`src/design/sm3_pkg.sv`:
```
// ----------------------------------------------------------------------------
// sm3_pkg
// Shared types, constants and round functions of the SM3 hash engine.
// ----------------------------------------------------------------------------
package sm3_pkg;

  localparam int WordWidth  = 32;
  localparam int BlockWords = 16;
  localparam int ExpDepth   = 68;
  localparam int Rounds     = 64;

  localparam logic [31:0] SM3_T_LOW  = 32'h79CC4519;
  localparam logic [31:0] SM3_T_HIGH = 32'h7A879D8A;
  localparam logic [7:0]  SM3_PAD    = 8'h80;

  typedef logic [31:0] word_t;

  typedef struct packed {
    logic [7:0] msg_byte;
    logic       byte_valid;
    logic       end_of_message;
  } in_beat_t;

  typedef struct packed {
    logic [31:0] digest_word;
    logic [2:0]  word_index;
    logic        last_word;
  } out_beat_t;

  // Control sequencer states
  typedef enum logic [3:0] {
    ST_IDLE,     // wait for an input beat
    ST_PAD,      // write padding words
    ST_EXPAND,   // expand W16..W67 through the memory
    ST_ROUND,    // run 64 rounds
    ST_FOLD,     // xor working registers into chaining value
    ST_OUT,      // emit digest words
    ST_RESTORE   // return chaining value to IV
  } state_t;

  function automatic word_t iv_word(input logic [2:0] idx);
    word_t v;
    case (idx)
      3'd0: v = 32'h7380166F;
      3'd1: v = 32'h4914B2B9;
      3'd2: v = 32'h172442D7;
      3'd3: v = 32'hDA8A0600;
      3'd4: v = 32'hA96F30BC;
      3'd5: v = 32'h163138AA;
      3'd6: v = 32'hE38DEE4D;
      default: v = 32'hB0FB0E4E;
    endcase
    return v;
  endfunction

  function automatic word_t rotl(input word_t x, input logic [4:0] n);
    logic [63:0] d;
    d = {x, x} << n;
    return d[63:32];
  endfunction

  function automatic word_t perm0(input word_t x);
    return x ^ rotl(x, 5'd9) ^ rotl(x, 5'd17);
  endfunction

  function automatic word_t perm1(input word_t x);
    return x ^ rotl(x, 5'd15) ^ rotl(x, 5'd23);
  endfunction

endpackage

```
`src/design/sm3_ram.sv`:
```
// ----------------------------------------------------------------------------
// sm3_ram
// Generic single-write, single-read RAM with registered read data.
// ----------------------------------------------------------------------------
module sm3_ram #(
  parameter int Width = 32,
  parameter int Depth = 64
) (
  input  logic                     clk,
  input  logic                     wr_en,
  input  logic [$clog2(Depth)-1:0] wr_addr,
  input  logic [Width-1:0]         wr_data,
  input  logic [$clog2(Depth)-1:0] rd_addr,
  output logic [Width-1:0]         rd_data
);

  logic [Width-1:0] mem [Depth];

  // write port and registered read port
  always_ff @(posedge clk) begin
    if (wr_en) begin
      mem[wr_addr] <= wr_data;
    end
    rd_data <= mem[rd_addr];
  end

endmodule

```
`src/design/sm3_round.sv`:
```
// ----------------------------------------------------------------------------
// sm3_round
// One SM3 compression round over the working registers A..H.
// ----------------------------------------------------------------------------
module sm3_round (
  input  logic [5:0]            round,
  input  sm3_pkg::word_t [7:0]  regs,
  input  sm3_pkg::word_t        wj,
  input  sm3_pkg::word_t        wj4,
  output sm3_pkg::word_t [7:0]  regs_next
);
  import sm3_pkg::*;

  word_t a12, ss1, ss2, fv, gv, tt1, tt2, tj;
  logic  early;

  // evaluate one round
  always_comb begin
    early = (round < 6'd16);
    tj    = early ? SM3_T_LOW : SM3_T_HIGH;
    a12   = rotl(regs[0], 5'd12);
    ss1   = rotl(a12 + regs[4] + rotl(tj, round[4:0]), 5'd7);
    ss2   = ss1 ^ a12;
    if (early) begin
      fv = regs[0] ^ regs[1] ^ regs[2];
      gv = regs[4] ^ regs[5] ^ regs[6];
    end else begin
      fv = (regs[0] & regs[1]) | (regs[0] & regs[2]) | (regs[1] & regs[2]);
      gv = (regs[4] & regs[5]) | (~regs[4] & regs[6]);
    end
    tt1 = fv + regs[3] + ss2 + (wj ^ wj4);
    tt2 = gv + regs[7] + ss1 + wj;
    regs_next[0] = tt1;
    regs_next[1] = regs[0];
    regs_next[2] = rotl(regs[1], 5'd9);
    regs_next[3] = regs[2];
    regs_next[4] = perm0(tt2);
    regs_next[5] = regs[4];
    regs_next[6] = rotl(regs[5], 5'd19);
    regs_next[7] = regs[6];
  end

endmodule

```
`src/design/sm3_hash_engine.sv`:
```
// ----------------------------------------------------------------------------
// sm3_hash_engine
// SM3 256-bit hash over a byte stream, memory-based message schedule.
// ----------------------------------------------------------------------------
// Usage: the input channel (in_valid/in_ready/in_data) carries one message
// byte per beat, with byte_valid and end_of_message flags. A beat with
// end_of_message closes the message. The engine pads the message and then
// emits eight digest beats on the output channel (out_valid/out_ready/out_data).
// Word 0 comes first, and last_word is set on word 7.
// Bytes are packed into 32-bit words and written to the schedule memory, and
// bytes can follow back to back inside a block.
// A full block then runs one compression, with in_ready low throughout:
// - 52 expansion words, each gathering five taps through one read port,
// - 64 rounds, with two reads per round,
// - a fold of the working registers into the chaining value.
// The closing beat adds a padding pass over the 16 block words plus one
// compression. A second padding block, with its own compression, is needed
// when 56 or more bytes remain in the block.
// The memory read port is the limiting resource.
// Reset returns the chaining value to the IV and empties the byte buffer.
// A stalled output holds the current digest word; no input is taken until
// all eight words are delivered and the restore state returns the IV.
// ----------------------------------------------------------------------------
module sm3_hash_engine (
  input  logic                clk,
  input  logic                rst,
  input  logic                in_valid,
  output logic                in_ready,
  input  sm3_pkg::in_beat_t   in_data,
  output logic                out_valid,
  input  logic                out_ready,
  output sm3_pkg::out_beat_t  out_data
);
  import sm3_pkg::*;

  localparam int         AW        = $clog2(ExpDepth);
  localparam logic [6:0] ExpLast   = 7'(ExpDepth - BlockWords - 1);
  localparam logic [6:0] RoundLast = 7'(Rounds - 1);

  // control
  state_t       state, state_next;
  logic [5:0]   fill;          // bytes held in current block
  logic [60:0]  byte_count;
  logic         ending;        // message end seen, digest pending
  logic         padded;        // 0x80 byte already written
  logic         len_written;   // length words already written
  logic [6:0]   step;          // counter for pad/expand/round phases
  logic [2:0]   sub;           // sub-step inside expand/round
  logic [2:0]   widx;
  logic [23:0]  acc;           // partial word of the buffer
  logic         in_fire;

  word_t        cv [8];
  word_t [7:0]  regs, regs_next;
  word_t        tap [4];       // expansion taps: w[i-16], w[i-9], w[i-3], w[i-13]
  word_t        wj;

  // memory
  logic          m_we;
  logic [AW-1:0] m_wa, m_ra;
  word_t         m_wd, m_rd;

  // padding
  logic [63:0]   bits;
  logic          len_fits;
  logic [3:0]    pad_start;
  word_t         pad_first;
  word_t         pad_word;

  // expansion
  word_t         wnew;
  logic [AW-1:0] exp_i;

  sm3_ram #(.Width(WordWidth), .Depth(ExpDepth)) u_wmem (
    .clk(clk), .wr_en(m_we), .wr_addr(m_wa), .wr_data(m_wd),
    .rd_addr(m_ra), .rd_data(m_rd)
  );

  sm3_round u_round (
    .round(step[5:0]), .regs(regs), .wj(wj), .wj4(m_rd), .regs_next(regs_next)
  );

  assign in_fire = in_valid && in_ready;

  // first padding word: leftover bytes, then 0x80
  always_comb begin
    case (fill[1:0])
      2'd0: pad_first = {SM3_PAD, 24'h0};
      2'd1: pad_first = {acc[7:0], SM3_PAD, 16'h0};
      2'd2: pad_first = {acc[15:0], SM3_PAD, 8'h0};
      default: pad_first = {acc, SM3_PAD};
    endcase
  end

  // padding word at the current word slot
  always_comb begin
    bits      = {byte_count, 3'b000};
    len_fits  = padded || (fill < 6'd56);
    pad_start = padded ? 4'd0 : fill[5:2];
    pad_word  = '0;
    if (!padded && step[3:0] == fill[5:2]) begin
      pad_word = pad_first;
    end else if (len_fits && step[3:0] == 4'd14) begin
      pad_word = bits[63:32];
    end else if (len_fits && step[3:0] == 4'd15) begin
      pad_word = bits[31:0];
    end
  end

  // expansion result; the last tap w[i-6] comes straight from the memory
  always_comb begin
    wnew = perm1(tap[0] ^ tap[1] ^ rotl(tap[2], 5'd15)) ^ rotl(tap[3], 5'd7) ^ m_rd;
  end

  // index of the word being built
  always_comb begin
    exp_i = AW'(step) + AW'(16);
  end

  // next state
  always_comb begin
    state_next = state;
    case (state)
      ST_IDLE: begin
        if (in_fire) begin
          if (in_data.byte_valid && fill == 6'd63) begin
            state_next = ST_EXPAND;
          end else if (in_data.end_of_message) begin
            state_next = ST_PAD;
          end
        end
      end
      ST_PAD:    if (step[3:0] == 4'd15) state_next = ST_EXPAND;
      ST_EXPAND: if (step == ExpLast && sub == 3'd5) state_next = ST_ROUND;
      ST_ROUND:  if (step == RoundLast && sub == 3'd2) state_next = ST_FOLD;
      ST_FOLD: begin
        if (!ending)          state_next = ST_IDLE;
        else if (len_written) state_next = ST_OUT;
        else                  state_next = ST_PAD;
      end
      ST_OUT:     if (out_ready && widx == 3'd7) state_next = ST_RESTORE;
      ST_RESTORE: state_next = ST_IDLE;
      default:    state_next = ST_IDLE;
    endcase
  end

  // outputs and memory port
  always_comb begin
    in_ready  = (state == ST_IDLE);
    out_valid = (state == ST_OUT);
    out_data.digest_word = cv[widx];
    out_data.word_index  = widx;
    out_data.last_word   = (widx == 3'd7);
    m_we = 1'b0;
    m_wa = '0;
    m_wd = '0;
    m_ra = '0;
    case (state)
      ST_IDLE: begin
        m_we = in_fire && in_data.byte_valid && fill[1:0] == 2'd3;
        m_wa = AW'(fill[5:2]);
        m_wd = {acc, in_data.msg_byte};
      end
      ST_PAD: begin
        m_we = (step[3:0] >= pad_start);
        m_wa = AW'(step[3:0]);
        m_wd = pad_word;
      end
      ST_EXPAND: begin
        case (sub)
          3'd0: m_ra = exp_i - AW'(16);
          3'd1: m_ra = exp_i - AW'(9);
          3'd2: m_ra = exp_i - AW'(3);
          3'd3: m_ra = exp_i - AW'(13);
          3'd4: m_ra = exp_i - AW'(6);
          default: m_ra = '0;
        endcase
        m_we = (sub == 3'd5);
        m_wa = exp_i;
        m_wd = wnew;
      end
      ST_ROUND: begin
        m_ra = (sub == 3'd0) ? AW'(step) : AW'(step + 7'd4);
      end
      default: ;
    endcase
  end

  // registers
  always_ff @(posedge clk) begin
    if (rst) begin
      state       <= ST_IDLE;
      fill        <= '0;
      byte_count  <= '0;
      ending      <= 1'b0;
      padded      <= 1'b0;
      len_written <= 1'b0;
      step        <= '0;
      sub         <= '0;
      widx        <= '0;
      acc         <= '0;
      for (int k = 0; k < 8; k++) cv[k] <= iv_word(3'(k));
    end else begin
      state <= state_next;
      case (state)
        ST_IDLE: begin
          step <= '0;
          sub  <= '0;
          if (in_fire) begin
            if (in_data.byte_valid) begin
              acc        <= {acc[15:0], in_data.msg_byte};
              fill       <= fill + 6'd1;
              byte_count <= byte_count + 61'd1;
            end
            if (in_data.end_of_message) begin
              ending <= 1'b1;
            end
          end
        end
        ST_PAD: begin
          step <= step + 7'd1;
          if (step[3:0] == 4'd15) begin
            step   <= '0;
            padded <= 1'b1;
            fill   <= '0;
            if (len_fits) len_written <= 1'b1;
          end
        end
        ST_EXPAND: begin
          // gather taps, then write the new word
          if (sub inside {[3'd1:3'd4]}) tap[2'(sub - 3'd1)] <= m_rd;
          if (sub == 3'd5) begin
            sub <= '0;
            if (step == ExpLast) begin
              step <= '0;
              for (int k = 0; k < 8; k++) regs[k] <= cv[k];
            end else begin
              step <= step + 7'd1;
            end
          end else begin
            sub <= sub + 3'd1;
          end
        end
        ST_ROUND: begin
          if (sub == 3'd0) begin
            sub <= 3'd1;
          end else if (sub == 3'd1) begin
            wj  <= m_rd;
            sub <= 3'd2;
          end else begin
            regs <= regs_next;
            sub  <= '0;
            step <= step + 7'd1;
          end
        end
        ST_FOLD: begin
          for (int k = 0; k < 8; k++) cv[k] <= cv[k] ^ regs[k];
          step <= '0;
          sub  <= '0;
        end
        ST_OUT: begin
          if (out_ready) widx <= widx + 3'd1;
        end
        ST_RESTORE: begin
          for (int k = 0; k < 8; k++) cv[k] <= iv_word(3'(k));
          fill        <= '0;
          byte_count  <= '0;
          ending      <= 1'b0;
          padded      <= 1'b0;
          len_written <= 1'b0;
          widx        <= '0;
          acc         <= '0;
        end
        default: ;
      endcase
    end
  end

  // digest beats are only shown after a message ends
  property p_out_after_end;
    @(posedge clk) disable iff (rst) out_valid |-> ending;
  endproperty
  assert property (p_out_after_end) else $error("digest without message end");

  property p_no_in_while_out;
    @(posedge clk) disable iff (rst) out_valid |-> !in_ready;
  endproperty
  assert property (p_no_in_while_out) else $error("input taken during digest");

  property p_hold_word;
    @(posedge clk) disable iff (rst) (out_valid && !out_ready) |=> $stable(widx);
  endproperty
  assert property (p_hold_word) else $error("digest index moved under stall");

  property p_hold_beat;
    @(posedge clk) disable iff (rst)
      (out_valid && !out_ready) |=> (out_valid && $stable(out_data));
  endproperty
  assert property (p_hold_beat) else $error("digest beat changed under stall");

endmodule
```
`config.mk`:
```
export PLATFORM = sky130hd
export DESIGN_NAME = sm3_hash_engine
export DESIGN_NICKNAME = d
export VERILOG_FILES = /design/src/design/sm3_pkg.sv /design/src/design/sm3_ram.sv /design/src/design/sm3_round.sv /design/src/design/sm3_hash_engine.sv
export SDC_FILE = /design/constraint.sdc
export NUM_CORES = 2
export LEC_CHECK = 0
export ABC_AREA = 1
export BUFFER_PORTS_ARGS = -buffer_cell sky130_fd_sc_hd__buf_4
export CAP_MARGIN = 20
export CORE_MARGIN = 10
export CORE_UTILIZATION = 55
export DETAILED_ROUTE_END_ITERATION = 16
export PLACE_DENSITY = 0.75
export SLEW_MARGIN = 5
export SYNTH_ARGS = -nofsm -noshare
export SYNTH_HDL_FRONTEND = slang
export SYNTH_HIERARCHICAL = 1
export SYNTH_SLANG_ARGS = --single-unit
```
`constraint.sdc`:
```
create_clock -name clk -period 127.7 [get_ports clk]
set_input_delay 12.77 -clock clk [delete_from_list [all_inputs] [get_ports clk]]
set_output_delay 12.77 -clock clk [all_outputs]
set_load 0.05 [all_outputs]
```
Word level (Yosys, flattened, before mapping)

Memory sizes are Yosys's and may differ from the RTL's. A register that Yosys moved wholly into a read port is not among the register bits.
Cells that the tools add are included.

Div/mod/pow operators: 0
Bitwise operators: 49
Add/subtract/negate cells: 21
Multipliers: 0
Reduce and logical (&&, ||, !) cells: 34
Equality and inequality tests: 35
Mux-type cells: 115
Shift-type cells: 1
Magnitude comparators: 5

Operator list:

| cell                    | count |
|---|---|
| $mux W32                | 45 |
| $mux W256               | 4 |
| $xor A32 B32 Y32        | 22 |
| $pmux W256 S2           | 1 |
| $add A32 B32 Y32        | 8 |
| $pmux W32 S3            | 2 |
| $and A32 B32 Y32        | 5 |
| $mux W61                | 2 |
| $pmux W61 S2            | 1 |
| $or A32 B32 Y32         | 3 |
| $shl A64 B5 Y64         | 1 |
| $add A61 B1 Y61 const B | 1 |
| $mux W24                | 2 |
| $pmux W24 S2            | 1 |
| $mux W7                 | 6 |
| $pmux W7 S5             | 1 |
| $mux W4                 | 8 |
| $not A32 Y32            | 1 |
| $pmux W7 S4             | 1 |
| $mux W26                | 1 |
| $pmux W4 S6             | 1 |
| $pmux W7 S3             | 1 |
| $mux W1                 | 19 |
| $mux W3                 | 6 |
| other kinds (54)        | 117 |

Memory bits (read-only): 0
Output and inout bits: 38
Bits in registers: 399
Bits of input ports: 14
Latch bits: 0
Memory bits (writable): 2560
Memories: 3

Memory list:

| memory     | depth | width | rd ports | clocked after memory_dff | write ports | line                  | source |
|---|---|---|---|---|---|---|---|
| u_wmem.mem | 68    | 32    | 1        | 1                        | 1           | sm3_ram.sv:17         | `logic [Width-1:0] mem [Depth];` |
| cv         | 8     | 32    | 9        | 1                        | 8           | sm3_hash_engine.sv:53 | `word_t cv [8];` |
| tap        | 4     | 32    | 4        | 0                        | 1           | sm3_hash_engine.sv:55 | `word_t tap [4];` |

Longest topological paths before layout

Depth after elaboration: 12
Depth in mapped cells: 49
Gate-level depth less buffers: 47

Modules after synthesis

Netlist, hierarchy kept.

By module, submodules not included:

| module          | area each (µm²) | sequential area each (µm²) | cells an instance | times used |
|---|---|---|---|---|
| sm3_ram         | 87825.5         | 65983.3                    | 7088              | 1 |
| sm3_hash_engine | 39177.6         | 21160.3                    | 4707              | 1 |
| sm3_round       | 15952.8         | 0.0                        | 2452              | 1 |

Least setup slack after synthesis

OpenSTA, ideal clock, no wires.

Path kind: in2reg
Start point: input rst
End point: register regs[0] (netlist name), enable pin
Arrival time: 52.500 ns
Path slack: 72.970 ns
Data required time: 125.470 ns
Stages: 2
Path buffers: 1
Library setup time: 2.230 ns
Cells stage by stage: clkbuf_1 a2111oi_0

Cells in the longest elaborated chain, start to end: 2

Ends and longest elaborated chain:

| what                        | line                   | source |
|---|---|---|
| start: declaration          | sm3_hash_engine.sv:26  | `input logic rst,` |
| $not A1 Y1 (no line)        | --                     |  |
| $reduce_and A6 Y1 (no line) | --                     |  |
| end signal: assignment      | sm3_hash_engine.sv:251 | `regs <= regs_next;` |
| end: declaration            | sm3_hash_engine.sv:54  | `word_t [7:0] regs, regs_next;` |

Every way passes these cells.
A chain may end at the register's enable or synchronous reset.

==> out/metrics.yaml <==
logic_synthesis:
  synthMuxAreaShare_pct: 0.196
  ys_seq_area_share_pct: 61.0
  avgSynthCellArea_um2: 10.0
  synth_edf_count: 2720
  ys.flop_type: "edfxtp_1"
  synth_cells: 14200
  ys_warn_count: 6
  synth-simple-area-share_pct: 21.9
  synthAdderAreaFrac_pct: 3.71
  synth_compound_area_share_pct: 5.02
  synth_cell_type_count: 63
  async_flop_share_pct: 0
  synth-xor-area-share_pct: 2.24
  synthesis.nets: 14600
  ys_ff_latch: 2993
  synth_top_family_by_area: "simple AND/OR/NAND/NOR gates"
  syn-cell-area_mm2: 0.143
sta:
  finalHoldViolations: 0
  rsz0062_at_grt: "no"
  setup_viol: 0
  timing.fmax_mhz: 59.3
  slew_headroom_pct: 19.3
  final.min_clock_period_ns: 16.87
  setup_tns_ns: 0
  skew_ns: 0.0867
  worst_pin_slew_ns: 1.21
  finalCritPeriodShare_pct: 13.2
  slew_viol_final: 0
drt:
  drt-vias-per-instance: 6.08
  drt-pass1-iter-count: 8
  post_drt_wl_per_cell_um: 25.5
  ant_nets: 0
  drc: 0
  num_vias: 106000
  dr.first_iter.drc_count: 15500
  routed_wl_mm: 446
clocking:
  clk_pin_slew_ns: 0.06
  clockBufferDepth: 4
  ctsHoldBuffers: 0
  insertion_delay_ns: 0.92
  cts_setup_buffers: 0
  htreeDepth: 5
  cts_resized: 0
  cts_buffers: 312
  cts-root-buf: "clkbuf_16"
  cts_sinks: 2993
  cts_tree: "done"
setup_path:
  crit_path_cell_trace: "buf_4 -> buf_4 -> o21ai_0 -> o21ai_0 -> nor2_1 -> a31oi_1 -> buf_4"
  slowest_delay_ns: 0.65
  cp-end-kind: "output port"
  crit_fanout: 69
  path_class: "register to output port"
  crit_slowest_cell: "buf_4"
  cp-start-kind: "register"
  crit_required_ns: 114.93
  arrival_ns: 4.10
  crit_top_cell: "buf_4"
placed_design:
  dp_cells: 17000
  place.gp.congestion: 1.05
  io_buffers: 51
  hpwl_mm: 285
floorplanning:
  die_w_um: 530
  rows: 187
  io_pins: 52
  core-area_mm2: 0.259
  die_area_mm2: 0.281
  initial_core_util_pct: 55.1
  die_h_um: 530
final_layout:
  drive_gt1_share_pct: 6.05
  fin_nets: 14200
  area_growth_pct: 8.14
  finalNonFillerCells: 17500
  nFillCells: 20800
global_route:
  antenna_found_initial: 10
  overflow: 0
  grt_pass1_vias: 97300
  grt_pass1_wl_mm: 642
  grtUsageTotal_pct: 30.6
  grt_max_degree: 209
run:
  max_cap_violations: 0
worst_hold_path:
  hp-class: "register to register"
status:
  status: "finished clean"
-- layer usage --
| metal | GRT usage, % | wire length (µm) | up-vias |
|---|---|---|---|
| met5 | 0 | 53 | - |
| met4 | 20.3 | 35900 | 8 |
| met3 | 6.59 | 52300 | 1190 |
| met2 | 46.7 | 199000 | 6660 |
| met1 | 39.6 | 159000 | 50800 |
| li1 | - | - | 47800 |
-- logic make-up (layout without fill, tap and decap cells) --
family | count (synthesis) | after routing
AND/OR/NAND/NOR | 7381 | 7381
buffers and inverters | 1829 | 1693
AO/OA/AOI/OAI | 1349 | 1349
other | 0 | 5
XOR/XNOR | 356 | 356
multiplexers | 28 | 28
flip-flops | 2993 | 2993
adder cells (fa/ha/maj) | 311 | 311
-- path summary, 6_finish.rpt --
kind | start | end | slack (ns) | cells past startpoint
max reg2reg | step[4]$_SDFFE_PP0P_ | regs[131]$_DFFE_PP_ | 118.03 | 45
max | register | out_data[4] | 110.83 | 7
min reg2reg | cv[5][30]$_SDFFE_PP0P_ | cv[5][30]$_SDFFE_PP0P_ | 0.47 | 1
min | cv[5][30]$_SDFFE_PP0P_ | cv[5][30]$_SDFFE_PP0P_ | 0.47 | 1
-- cell usage in the layout, fill, tap and decap left out, types with 16 or more instances in the layout --
cell type / n
clkbuf_1: 58
buf_12: 17
fa_1: 189
nand3_1: 2416
mux2i_1: 28
xnor2_1: 221
o22ai_1: 45
nor2_1: 556
nand2_1: 4103
a31oi_1: 47
nand2_2: 43
o21ai_0: 722
nor3_1: 59
clkbuf_16: 322
buf_4: 192
bufinv_16: 16
nor2_4: 71
a221oi_1: 22
ha_1: 122
clkinv_2: 60
clkinv_1: 52
a21oi_1: 425
o21bai_1: 16
edfxtp_1: 2720
xor2_1: 128
nand4_1: 57
dfxtp_1: 269
inv_1: 907
nand3b_1: 17
-- worst max-delay path: cells and delay by family, from the launching register on --
family	cells	cell delay [ns]
flip-flops	1	0.57
AO/OA/AOI/OAI	3	1.00
AND/OR/NAND/NOR	1	0.14
buffers and inverters	3	1.43
-- per-stage QoR --
| stage | hold slack (ns) | utilization (%) | area [µm²] | setup slack [ns] |
|---|---|---|---|---|
| CTS | 0.464 | 59.6 | 155000 | 110.93 |
| finish | 0.467 | 59.6 | 155000 | 110.83 |
| detailed placement | 0.456 | 55.8 | 145000 | 111.58 |
| floorplan | 0.422 | - | 143000 | 72.97 |
| global route | 0.486 | 59.6 | 155000 | 110.74 |
| global placement | 0.442 | 55.8 | 145000 | 111.60 |
-- layout make-up --
type	count	area [µm²]	share of cell area, %
clock buffer	394	8470	5.48
antenna	5	12.5	0.00809
tap	3402	4260	2.75
timing repair buffer	211	1840	1.19
sequential	2993	87200	56.4
multi-input combinational	9425	48000	31.1
clock inverter	155	1320	0.851
inverter	933	3550	2.30
-- synth_stat cells, types with 5 or more instances --
cell type	count	share of area [%]
nand2_1	4137	11
edfxtp_1	2720	57
nand3_1	2417	8.5
inv_1	911	2.4
o21ai_0	726	2.5
nor2_1	624	1.6
a21oi_1	425	1.5
buf_2	336	1.2
dfxtp_1	273	3.8
buf_4	266	1.4
xnor2_1	221	1.4
clkbuf_1	218	0.57
fa_1	189	2.6
xor2_1	128	0.78
ha_1	122	1.1
nor3_1	63	0.22
nand4_1	57	0.25
o22ai_1	48	0.21
a31oi_1	47	0.21
buf_1	43	0.11
buf_6	32	0.25
mux2i_1	28	0.20
a221oi_1	22	0.13
nand3b_1	17	0.089
o21bai_1	16	0.084
inv_2	15	0.039
nor2_2	14	0.061
a21o_1	13	0.068
nand2_2	10	0.044
nor4_1	9	0.039
a22oi_1	8	0.042
nand3_2	8	0.056
o2111ai_1	7	0.043
clkinv_1	6	0.016
o211ai_1	6	0.032
a21boi_0	5	0.026
o21a_1	5	0.026
or2_2	5	0.022
xnor3_1	5	0.079
-- sequential cells by signal, indices dropped and copies added, names as in the netlist, 6 cells and up, named ones only --
signal and cells:
acc 24, byte_count 61, cv 256, fill 6
regs 256, step 7, tap 128, u_wmem/mem 2176
u_wmem/rd_data 32, wj 32
Power is left out: the tool's default activity adds up to more than one toggle a clock period on the data nets, which glitch-free logic cannot reach.
